<file path="src/rtl/nalsc_pkg.sv">
// Shared types, constants and header decode functions for the Annex B NAL scanner.
// Used by every module of the block; depends on nothing else.
package nalsc_pkg;

  localparam int unsigned COUNT_WIDTH = 32;
  localparam int unsigned OUT_WIDTH   = 32;
  localparam int unsigned NUM_TYPES   = 7;

  localparam int unsigned SLOT_AVC_SPS   = 0;
  localparam int unsigned SLOT_AVC_PPS   = 1;
  localparam int unsigned SLOT_AVC_IDR   = 2;
  localparam int unsigned SLOT_HEVC_VPS  = 3;
  localparam int unsigned SLOT_HEVC_SPS  = 4;
  localparam int unsigned SLOT_HEVC_PPS  = 5;
  localparam int unsigned SLOT_HEVC_IRAP = 6;

  localparam logic [4:0] AVC_TYPE_NONE  = 5'd0;
  localparam logic [4:0] AVC_TYPE_SLICE = 5'd1;
  localparam logic [4:0] AVC_TYPE_IDR   = 5'd5;
  localparam logic [4:0] AVC_TYPE_SEI   = 5'd6;
  localparam logic [4:0] AVC_TYPE_SPS   = 5'd7;
  localparam logic [4:0] AVC_TYPE_PPS   = 5'd8;
  localparam logic [4:0] AVC_TYPE_MAX   = 5'd12;

  localparam logic [5:0] HEVC_TYPE_VPS       = 6'd32;
  localparam logic [5:0] HEVC_TYPE_SPS       = 6'd33;
  localparam logic [5:0] HEVC_TYPE_PPS       = 6'd34;
  localparam logic [5:0] HEVC_TYPE_IRAP_LO   = 6'd16;
  localparam logic [5:0] HEVC_TYPE_IRAP_HI   = 6'd21;

  localparam logic [7:0] START_BYTE = 8'h01;
  localparam logic [7:0] ZERO_BYTE  = 8'h00;

  typedef logic [COUNT_WIDTH-1:0] cnt_t;
  typedef logic [OUT_WIDTH-1:0]   out_cnt_t;

  typedef enum logic [1:0] {
    ST_VIDEO     = 2'd0,
    ST_NO_NAL    = 2'd1,
    ST_MALFORMED = 2'd2
  } status_e;

  typedef enum logic [1:0] {
    CODEC_NONE = 2'd0,
    CODEC_AVC  = 2'd1,
    CODEC_HEVC = 2'd2
  } codec_e;

  typedef struct packed {
    logic [7:0] data;
    logic       last;
  } item_t;

  typedef struct packed {
    status_e                        status;
    codec_e                         codec;
    out_cnt_t                       byte_total;
    out_cnt_t                       nal_total;
    out_cnt_t [NUM_TYPES-1:0]       type_total;
  } result_t;

  function automatic cnt_t sat_inc(cnt_t v);
    return (v == '1) ? v : v + cnt_t'(1);
  endfunction

  function automatic out_cnt_t to_out(cnt_t v);
    logic [63:0] wide;
    wide = 64'(v);
    return wide[OUT_WIDTH-1:0];
  endfunction

  function automatic codec_e header_codec(logic [7:0] h);
    logic [4:0] t4;
    logic [5:0] t5;
    logic       hevc_like;
    logic       avc_core;
    t4 = h[4:0];
    t5 = h[6:1];
    hevc_like = (t5 == HEVC_TYPE_VPS) || (t5 == HEVC_TYPE_SPS) || (t5 == HEVC_TYPE_PPS) ||
                ((t5 >= HEVC_TYPE_IRAP_LO) && (t5 <= HEVC_TYPE_IRAP_HI));
    avc_core = t4 inside {AVC_TYPE_SLICE, AVC_TYPE_IDR, AVC_TYPE_SEI, AVC_TYPE_SPS,
                          AVC_TYPE_PPS};
    if (hevc_like && !avc_core) begin
      return CODEC_HEVC;
    end
    if ((t4 != AVC_TYPE_NONE) && (t4 <= AVC_TYPE_MAX)) begin
      return CODEC_AVC;
    end
    return CODEC_NONE;
  endfunction

  function automatic logic [NUM_TYPES-1:0] type_hits(logic [7:0] h, codec_e c);
    logic [NUM_TYPES-1:0] hits;
    logic [4:0]           t4;
    logic [5:0]           t5;
    hits = '0;
    t4 = h[4:0];
    t5 = h[6:1];
    if (c == CODEC_AVC) begin
      hits[SLOT_AVC_SPS] = (t4 == AVC_TYPE_SPS);
      hits[SLOT_AVC_PPS] = (t4 == AVC_TYPE_PPS);
      hits[SLOT_AVC_IDR] = (t4 == AVC_TYPE_IDR);
    end else if (c == CODEC_HEVC) begin
      hits[SLOT_HEVC_VPS]  = (t5 == HEVC_TYPE_VPS);
      hits[SLOT_HEVC_SPS]  = (t5 == HEVC_TYPE_SPS);
      hits[SLOT_HEVC_PPS]  = (t5 == HEVC_TYPE_PPS);
      hits[SLOT_HEVC_IRAP] = (t5 >= HEVC_TYPE_IRAP_LO) && (t5 <= HEVC_TYPE_IRAP_HI);
    end
    return hits;
  endfunction

endpackage

</file>
<file path="src/rtl/nalsc_in_stage.sv">
// Input register of the NAL scanner: holds one stream word until the core takes it.
// Depends on nalsc_pkg for the item type.
module nalsc_in_stage (
  input  logic               clk_i,
  input  logic               rst_ni,
  input  logic [7:0]         data_byte_i,
  input  logic               last_byte_i,
  input  logic               in_valid_i,
  output logic               in_stall_o,
  input  logic               take_i,
  output logic               valid_o,
  output nalsc_pkg::item_t   item_o
);
  import nalsc_pkg::*;

  logic  valid_q;
  item_t item_q;
  logic  accept;

  assign in_stall_o = valid_q && !take_i;
  assign accept     = in_valid_i && !in_stall_o;
  assign valid_o    = valid_q;
  assign item_o     = item_q;

  always_ff @(posedge clk_i or negedge rst_ni) begin
    if (!rst_ni) begin
      valid_q <= 1'b0;
    end else if (accept) begin
      valid_q <= 1'b1;
    end else if (take_i) begin
      valid_q <= 1'b0;
    end
  end

  always_ff @(posedge clk_i) begin
    if (accept) begin
      item_q.data <= data_byte_i;
      item_q.last <= last_byte_i;
    end
  end

endmodule

</file>
<file path="src/rtl/nalsc_core.sv">
// Scanner core: zero-run tracking, header decode, saturating counters and result register.
// Depends on nalsc_pkg for types, codes and the header decode functions.
module nalsc_core (
  input  logic                clk_i,
  input  logic                rst_ni,
  input  logic                valid_i,
  input  nalsc_pkg::item_t    item_i,
  output logic                take_o,
  output logic                out_valid_o,
  input  logic                out_stall_i,
  output nalsc_pkg::result_t  result_o
);
  import nalsc_pkg::*;

  localparam logic [1:0] ZERO_RUN_MAX   = 2'd3;
  localparam logic [1:0] ZERO_RUN_START = 2'd2;

  logic                 pending_q, pending_d;
  logic [1:0]           zrun_q, zrun_d;
  codec_e               codec_q, codec_d;
  logic                 err_q, err_d;
  cnt_t                 byte_q, byte_d;
  cnt_t                 nal_q, nal_d;
  cnt_t [NUM_TYPES-1:0] type_q, type_d;
  logic [NUM_TYPES-1:0] hits;
  codec_e               hdr_codec;
  logic                 fin_err;
  logic                 out_valid_q;
  result_t              res_q, res_d;
  logic                 out_free;
  logic                 load_res;

  assign out_free    = !out_valid_q || !out_stall_i;
  assign take_o      = valid_i && (!item_i.last || out_free);
  assign load_res    = take_o && item_i.last;
  assign out_valid_o = out_valid_q;
  assign result_o    = res_q;

  always_comb begin
    pending_d = pending_q;
    zrun_d    = zrun_q;
    codec_d   = codec_q;
    err_d     = err_q;
    nal_d     = nal_q;
    type_d    = type_q;
    hits      = '0;
    byte_d    = sat_inc(byte_q);
    hdr_codec = header_codec(item_i.data);

    if (pending_q) begin
      pending_d = 1'b0;
      zrun_d    = (item_i.data == ZERO_BYTE) ? 2'd1 : 2'd0;
      if (hdr_codec == CODEC_NONE) begin
        err_d = 1'b1;
      end else if ((codec_q != CODEC_NONE) && (codec_q != hdr_codec)) begin
        err_d = 1'b1;
      end else begin
        codec_d = hdr_codec;
        nal_d   = sat_inc(nal_q);
        hits    = type_hits(item_i.data, hdr_codec);
      end
    end else if ((item_i.data == START_BYTE) && (zrun_q >= ZERO_RUN_START)) begin
      pending_d = 1'b1;
      zrun_d    = 2'd0;
    end else if (item_i.data == ZERO_BYTE) begin
      if (zrun_q != ZERO_RUN_MAX) begin
        zrun_d = zrun_q + 2'd1;
      end
    end else begin
      zrun_d = 2'd0;
    end

    for (int i = 0; i < NUM_TYPES; i++) begin
      if (hits[i]) begin
        type_d[i] = sat_inc(type_q[i]);
      end
    end

    fin_err = err_d || pending_d;
    res_d   = '0;
    if (fin_err) begin
      res_d.status = ST_MALFORMED;
    end else begin
      res_d.status     = ((nal_d != '0) && (codec_d != CODEC_NONE)) ? ST_VIDEO : ST_NO_NAL;
      res_d.codec      = codec_d;
      res_d.byte_total = to_out(byte_d);
      res_d.nal_total  = to_out(nal_d);
      for (int i = 0; i < NUM_TYPES; i++) begin
        res_d.type_total[i] = to_out(type_d[i]);
      end
    end
  end

  always_ff @(posedge clk_i or negedge rst_ni) begin
    if (!rst_ni) begin
      pending_q <= 1'b0;
      zrun_q    <= 2'd0;
      codec_q   <= CODEC_NONE;
      err_q     <= 1'b0;
      byte_q    <= '0;
      nal_q     <= '0;
      type_q    <= '0;
    end else if (take_o) begin
      if (item_i.last) begin
        pending_q <= 1'b0;
        zrun_q    <= 2'd0;
        codec_q   <= CODEC_NONE;
        err_q     <= 1'b0;
        byte_q    <= '0;
        nal_q     <= '0;
        type_q    <= '0;
      end else begin
        pending_q <= pending_d;
        zrun_q    <= zrun_d;
        codec_q   <= codec_d;
        err_q     <= err_d;
        byte_q    <= byte_d;
        nal_q     <= nal_d;
        type_q    <= type_d;
      end
    end
  end

  always_ff @(posedge clk_i or negedge rst_ni) begin
    if (!rst_ni) begin
      out_valid_q <= 1'b0;
    end else if (load_res) begin
      out_valid_q <= 1'b1;
    end else if (!out_stall_i) begin
      out_valid_q <= 1'b0;
    end
  end

  always_ff @(posedge clk_i) begin
    if (load_res) begin
      res_q <= res_d;
    end
  end

endmodule

</file>
<file path="src/rtl/annexb_nal_scanner_classifier.sv">
// Top level of the Annex B NAL unit scanner and H.264/H.265 classifier.
// Depends on nalsc_pkg, nalsc_in_stage and nalsc_core.
//
// The input channel carries one stream byte per word with a last-byte flag; a word is
// taken at a rising edge where in_valid_i is high and in_stall_o is low. The output
// channel carries one summary word per stream, produced only for the last byte; it is
// taken at an edge where out_valid_o is high and out_stall_i is low.
// The block sustains one input word per cycle but for a last byte held behind a pending
// summary word. A byte goes through an input register and then one pass through the
// scanner core, which updates the zero-run tracker, the header decode and the saturating
// counters. The summary word is written into the result register when the core takes
// its last byte from the input register, and is held there until the receiver takes it.
// While a summary word waits, bytes of the next stream keep flowing; only a second last
// byte holds in the input register, and then in_stall_o rises, until the pending summary
// is taken.
// Reset clears the scanner state, all counters and both valid flags; no result is
// pending after reset. After each last byte the scanner state and all counters return to reset values.
module annexb_nal_scanner_classifier (
  input  logic        clk_i,
  input  logic        rst_ni,
  input  logic [7:0]  data_byte_i,
  input  logic        last_byte_i,
  input  logic        in_valid_i,
  output logic        in_stall_o,
  output logic        out_valid_o,
  input  logic        out_stall_i,
  output logic [1:0]  status_o,
  output logic [1:0]  codec_o,
  output logic [31:0] byte_total_o,
  output logic [31:0] nal_total_o,
  output logic [31:0] avc_sps_count_o,
  output logic [31:0] avc_pps_count_o,
  output logic [31:0] avc_idr_count_o,
  output logic [31:0] hevc_vps_count_o,
  output logic [31:0] hevc_sps_count_o,
  output logic [31:0] hevc_pps_count_o,
  output logic [31:0] hevc_irap_count_o
);
  import nalsc_pkg::*;

  logic    item_valid;
  item_t   item;
  logic    take;
  result_t result;

  nalsc_in_stage u_in_stage (
    .clk_i       (clk_i),
    .rst_ni      (rst_ni),
    .data_byte_i (data_byte_i),
    .last_byte_i (last_byte_i),
    .in_valid_i  (in_valid_i),
    .in_stall_o  (in_stall_o),
    .take_i      (take),
    .valid_o     (item_valid),
    .item_o      (item)
  );

  nalsc_core u_core (
    .clk_i       (clk_i),
    .rst_ni      (rst_ni),
    .valid_i     (item_valid),
    .item_i      (item),
    .take_o      (take),
    .out_valid_o (out_valid_o),
    .out_stall_i (out_stall_i),
    .result_o    (result)
  );

  assign status_o          = result.status;
  assign codec_o           = result.codec;
  assign byte_total_o      = result.byte_total;
  assign nal_total_o       = result.nal_total;
  assign avc_sps_count_o   = result.type_total[SLOT_AVC_SPS];
  assign avc_pps_count_o   = result.type_total[SLOT_AVC_PPS];
  assign avc_idr_count_o   = result.type_total[SLOT_AVC_IDR];
  assign hevc_vps_count_o  = result.type_total[SLOT_HEVC_VPS];
  assign hevc_sps_count_o  = result.type_total[SLOT_HEVC_SPS];
  assign hevc_pps_count_o  = result.type_total[SLOT_HEVC_PPS];
  assign hevc_irap_count_o = result.type_total[SLOT_HEVC_IRAP];

endmodule
</file>
<file path="config.mk">
export PLATFORM = sky130hd
export DESIGN_NAME = annexb_nal_scanner_classifier
export DESIGN_NICKNAME = d
export VERILOG_FILES = /design/src/rtl/nalsc_pkg.sv /design/src/rtl/nalsc_in_stage.sv /design/src/rtl/nalsc_core.sv /design/src/rtl/annexb_nal_scanner_classifier.sv
export SDC_FILE = /design/constraint.sdc
export NUM_CORES = 1
export LEC_CHECK = 0
export ABC_AREA = 1
export BUFFER_PORTS_ARGS = -buffer_cell sky130_fd_sc_hd__buf_2
export CORE_MARGIN = 8
export CORE_UTILIZATION = 64
export DETAILED_ROUTE_END_ITERATION = 8
export GPL_TIMING_DRIVEN = 0
export PLACE_DENSITY = 0.86
export SLEW_MARGIN = 25
export SYNTH_ARGS = -nofsm -noshare
export SYNTH_HDL_FRONTEND = slang
export SYNTH_HIERARCHICAL = 1
export SYNTH_SLANG_ARGS = --single-unit
export TNS_END_PERCENT = 5
</file>
<file path="constraint.sdc">
create_clock -name clk_i -period 15.15 [get_ports clk_i]
set_clock_uncertainty 0.15 [all_clocks]
set_input_delay 2.2725 -clock clk_i [delete_from_list [all_inputs] [get_ports clk_i]]
set_output_delay 2.2725 -clock clk_i [all_outputs]
set_load 0.05 [all_outputs]
</file>
; After elaboration in Yosys (flattened, before gate mapping)
; Cells that the tools add are included.
[op_classes]
addsub = 10
order_cmp = 4
eq_ne = 24
mux = 57
n_reduce_logical = 31
[op_table]
columns = op, count
row1 = $mux W32, 21
row2 = $add A32 B1 Y32 const B, 9
row3 = $eq A32 B32 Y1 const B, 9
row4 = $mux W224, 1
row5 = $reduce_bool A32 Y1, 1
row6 = $mux W2, 13
row7 = $mux W7, 3
row8 = $eq A6 B6 Y1 const B, 3
row9 = $mux W1, 16
row10 = $eq A5 B3 Y1 const B, 3
row11 = $logic_and A1 B1 Y1, 10
row12 = $reduce_bool A5 Y1, 2
row13 = $eq A8 B1 Y1 const B, 1
row14 = $logic_not A8 Y1, 1
row15 = $mux W4, 2
row16 = $ge A6 B5 Y1 const B, 1
row17 = $le A6 B5 Y1 const B, 1
row18 = $logic_not A1 Y1, 6
row19 = $logic_or A1 B1 Y1, 6
row20 = $reduce_bool A2 Y1, 3
row21 = $eq A5 B1 Y1 const B, 1
row22 = $eq A5 B4 Y1 const B, 1
row23 = $le A5 B4 Y1 const B, 1
row24 = $ne A5 B4 Y1 const B, 1
row25 = 10 further kinds, 10
[word_totals]
ff_bits = 597
in_bits = 13
out_inout_bits = 294
wordCells = 154

; Logic depth before layout (Yosys ltp)
[logic_depth]
ltp_word = 17
ltp_mapped = 20
ltp_nobuf = 20

; Cells and area by module
; Netlist, hierarchy kept.
[by_module_without_submodules]
columns = mod, n_inst, cells_each, area_each_um2, seq_area_each_um2
row1 = nalsc_core, 1, 3346, 29658.4, 16150.5
row2 = nalsc_in_stage, 1, 16, 327.8, 295.3

; Worst setup path before layout
; OpenSTA, ideal clock, no wires.
[synth_path]
path_kind = input-to-reg
start = input port out_stall_i
end = register u_core.res_q (netlist bit u_core/result_o[0]), enable pin
setup_time_ns = 0.644
t_arrival_ns = 8.596
t_required_ns = 14.356
setup_slack_ns = 5.760
stages = 6
path_buffers = 1
path_cell_list = nand2_1 o21ai_1 inv_1 clkbuf_1 nand2_1 inv_1
[synth_via]
elab_chain_len = 5
[synth_lines]
columns = item, line_no
row1 = from (decl), annexb_nal_scanner_classifier.sv:26  ; input logic out_stall_i,
row2 = $logic_not A1 Y1, nalsc_core.sv:33  ; assign out_free = !out_valid_q || !out_stall_i;
row3 = $logic_or A1 B1 Y1, nalsc_core.sv:33
row4 = $logic_or A1 B1 Y1, nalsc_core.sv:34  ; assign take_o = valid_i && (!item_i.last || out_free);
row5 = $logic_and A1 B1 Y1, nalsc_core.sv:34
row6 = $logic_and A1 B1 Y1, nalsc_core.sv:35  ; assign load_res = take_o && item_i.last;
row7 = named net u_core.load_res, nalsc_core.sv:31  ; logic load_res;
row8 = to (signal assigned), nalsc_core.sv:136  ; res_q <= res_d;
row9 = to (decl), nalsc_core.sv:29  ; result_t res_q, res_d;
; The timed path passes the listed nets, and every way through them passes these cells.
; A chain may end at the register's enable or synchronous reset.

; Worst setup path in the final report
[layout_path]
start = input port out_stall_i
end = output port in_stall_o
[layout_via]
elab_chain_len = 6
[layout_lines]
columns = item, line_no
row1 = $logic_not A1 Y1, nalsc_core.sv:33
row2 = $logic_or A1 B1 Y1, nalsc_core.sv:33
row3 = $logic_or A1 B1 Y1, nalsc_core.sv:34
row4 = $logic_and A1 B1 Y1, nalsc_core.sv:34
row5 = named net take, annexb_nal_scanner_classifier.sv:43  ; logic take;
row6 = $logic_not A1 Y1, nalsc_in_stage.sv:20  ; assign in_stall_o = valid_q && !take_i;
row7 = $logic_and A1 B1 Y1, nalsc_in_stage.sv:20
row8 = to (decl), annexb_nal_scanner_classifier.sv:24  ; output logic in_stall_o,
; The timed path passes the listed nets, and every way through them passes these cells.

==> run summary <==
WORST SETUP PATH
----------------------------------------------------------------------------------------------------
CP Capture Type                                                                          output port
Cells on worst reg2reg path                                                                        8
Largest fanout of any net on the critical path                                                    12
Critical path class                                                                           in2out
Arrival time at the worst endpoint                                                           4850 ps
Worst endpoint required time                                                                12730 ps
Startpoint types                                                                          input port

ROUTING
----------------------------------------------------------------------------------------------------
DRC Markers                                                                                        0
Vias per cell                                                                                  5.966
Vias post-DR                                                                                   26203
Total Wirelength                                                                            87.24 mm
Remaining number of nets flagged by the antenna check after routing                                0
DR iter-0 viols                                                                                 3350
Average wire per cell in the routed design                                                  19.86 um
Drt first pass iters                                                                               6

SYNTH
----------------------------------------------------------------------------------------------------
Mapped Area                                                                               29990 um^2
Synth Register Bits                                                                              597
Synth Net Count                                                                                 3386
Most repeated cell in the gate-level netlist after synthesis                            sky130_fd_sc_hd__nand2_1
Most used standard cells in the synthesized netlist                                     sky130_fd_sc_hd__nand2_1, sky130_fd_sc_hd__nor2_1, sky130_fd_sc_hd__inv_1, sky130_fd_sc_hd__edfxtp_1, sky130_fd_sc_hd__dfrtp_1
Synthesized instance count                                                                      3362
Most used DFF post-synth                                                                sky130_fd_sc_hd__edfxtp_1
Synth Area per Inst                                                                       8.919 um^2
Most area-hungry cell type in the Yosys netlist                                         sky130_fd_sc_hd__edfxtp_1
Synth async-reset ratio                                                                       49.58%
Number of warnings printed during yosys synthesis                                                  6
Number of flops mapped to enable cells by yosys                                                  301
Most area-consuming cells after synthesis                                               sky130_fd_sc_hd__edfxtp_1, sky130_fd_sc_hd__dfrtp_1, sky130_fd_sc_hd__nand2_1
Number of distinct library cells after synthesis                                                  55
Sequential area share after synthesis                                                         54.84%
Area fraction of the dominant cell type after synthesis                                       30.14%

FINISH
----------------------------------------------------------------------------------------------------
Fraction of layout cells with a size suffix above 1                                           13.55%
Antenna fix cells                                                                                  0
Net count reported at finish                                                                    3760
Area growth from synthesis to final layout                                                    15.18%

CLOCK TREE
----------------------------------------------------------------------------------------------------
Clock-pin slew reported for the worst setup and hold paths after clock tree synthesis          60 ps
Skew-Pair Late Insertion Delay                                                                630 ps
Bufs on Longest Clock Path                                                                         3
Hold-fix buffers at CTS                                                                            0
Post-CTS Setup Bufs                                                                                0
Clock sinks                                                                                      597
Total CTS buffers                                                                                 60
Post_cts resized                                                                                   0
Clock tree root driver cell                                                             sky130_fd_sc_hd__clkbuf_16
TritonCTS clock tree                                                                            done
Maximum level of the CTS H-tree                                                                    2

FLOW RUN
----------------------------------------------------------------------------------------------------
Number of violations of the max-capacitance limit                                                  0

POWER AND IR DROP
----------------------------------------------------------------------------------------------------
Total power                                                                                 3.770 mW
Leakage power total                                                                         13.99 nW
P per Cell Area                                                                         109.2 nW/um^2
Worst ir drop on vdd                                                                        143.2 uV

GLOBAL ROUTE
----------------------------------------------------------------------------------------------------
Initial antenna violation count                                                                    0
Via count of the first global-routing pass                                                     25177
Aggregate global-route resource usage                                                         31.44%
Wire length of the first global-routing pass                                                135.5 mm
Largest net degree at the start of global routing                                                 99
GRT overflow                                                                                       0

FLOORPLANNING
----------------------------------------------------------------------------------------------------
I/O pin count                                                                                    307
Die area                                                                                  54040 um^2
Die Span X                                                                                  232.5 um
Chip Height                                                                                 232.5 um
Num rows                                                                                          79
Core Footprint                                                                            46360 um^2
Effective utilization at floorplan                                                            64.68%

STA
----------------------------------------------------------------------------------------------------
Headroom to the max-slew limit                                                                22.86%
Final critical-path share of the clock period                                                 47.98%
Final Slew Violations                                                                              0
Accumulated negative setup slack                                                                0 ps
Max Clock Freq                                                                             137.6 MHz
Clock period minus worst slack                                                               7269 ps
Number of failing hold endpoints at the final stage                                                0
Unrepaired setup endpoints after global routing                                                false
Worst Max-Slew Pin Slew                                                                      1157 ps
Final count of negative-setup-slack endpoints                                                      0

MIN PATH
----------------------------------------------------------------------------------------------------
Cell depth of the worst hold path                                                                  2
Hold/Removal Path Class                                                                      reg2reg

PLACE
----------------------------------------------------------------------------------------------------
Detailed placement HPWL                                                                     62.47 mm
Placer congestion estimate                                                                    0.9748
PortBufs                                                                                         306

OUTCOME
----------------------------------------------------------------------------------------------------
Outcome                                                                                    completed

==> power by group <==
group	switching (mW)	internal [mW]
sequential	0.0247	1.77
combinational	0.353	0.0622
clock	0.638	0.922
total	1.02	2.75
==> area by class of cell <==
cell class              instances  area, um^2
flip-flops and latches        597       16450
well taps                     607       759.5
plain buffers                 120       506.7
repair buffers                312        1707
clock buffers                  80        1698
inverters                     388        1464
clock inverters                31       376.6
fillers                      3293       11820
multi-input cells            2257       11580
==> layout by cell type (no fill, tap or decap), types with 109 or more instances in the layout <==
master                     instances
sky130_fd_sc_hd__edfxtp_1        301
sky130_fd_sc_hd__o22ai_1         206
sky130_fd_sc_hd__xor2_1          199
sky130_fd_sc_hd__buf_2           328
sky130_fd_sc_hd__inv_1           370
sky130_fd_sc_hd__nor2_1          519
sky130_fd_sc_hd__nand2_1         586
sky130_fd_sc_hd__o21ai_0         147
sky130_fd_sc_hd__nor3_1          109
sky130_fd_sc_hd__dfrtp_1         296
sky130_fd_sc_hd__nand3_1         194
==> path summary, 6_finish.rpt <==
kind	start	end	slack, ps
min	u_core/err_q$_DFFE_PN0P_	u_core/err_q$_DFFE_PN0P_	390
max	out_stall_i	in_stall_o	7880
max in group asynchronous	rst_ni	u_core/type_q[205]$_DFFE_PN0P_	12140
min in group asynchronous	rst_ni	u_core/type_q[16]$_DFFE_PN0P_	1460
min reg2reg	u_core/err_q$_DFFE_PN0P_	u_core/err_q$_DFFE_PN0P_	390
max reg2reg	u_in_stage/item_o[0]$_DFFE_PP_	u_core/type_q[200]$_DFFE_PN0P_	10940
==> metrics by stage <==
step           area (um^2)  utilization [%]  worst slack, ps  std cells  hold slack, ps
6_report             34540            74.50             7881       4392           385.8
4_1_cts              34540            74.50             7966       4392           383.0
5_1_grt              34540            74.50             7831       4392           408.6
3_3_place_gp         32280            69.63             2777       4275           359.7
2_1_floorplan        29990                -             5760       3362           330.5
3_5_place_dp         32460            70.03             7990       4281           368.7
==> worst max-delay path, stage by stage <==
cell,delay [ps]
sky130_fd_sc_hd__buf_2,90
sky130_fd_sc_hd__nand2_1,100
sky130_fd_sc_hd__o21ai_1,270
sky130_fd_sc_hd__inv_1,180
sky130_fd_sc_hd__clkbuf_1,650
sky130_fd_sc_hd__clkbuf_1,920
sky130_fd_sc_hd__nor2_1,100
sky130_fd_sc_hd__buf_2,260
==> sequential cells by signal, indices dropped and copies added, names as in the netlist <==
name and flops:
u_core/byte_q 32, u_in_stage/item_o 9, u_core/zrun_q 2, u_core/type_q 224, u_core/err_q 1, u_in_stage/valid_o 1
u_core/pending_q 1, u_core/out_valid_o 1, u_core/result_o 292, u_core/nal_q 32, u_core/codec_q 2
==> logic make-up (layout without fill, tap and decap cells) <==
group,count (synthesis),count (layout),synth area share [%]
simple gates,1610,1610,23.76
flops,597,597,54.84
buf+inv,508,931,6.543
compound gates,417,417,7.995
xor+xnor,219,219,6.397
fa+ha+maj,11,11,0.4590
==> metal layers <==
layer	vias to the layer above	share of wire (%)	track usage, %
met2	1434	46	49.09
li1	12074	-	-
met3	202	11	7.344
met4	0	3.1	10.97
met5	-	0	0
met1	12493	41	43.11
Note: power is estimated with default switching activity, not from simulation.
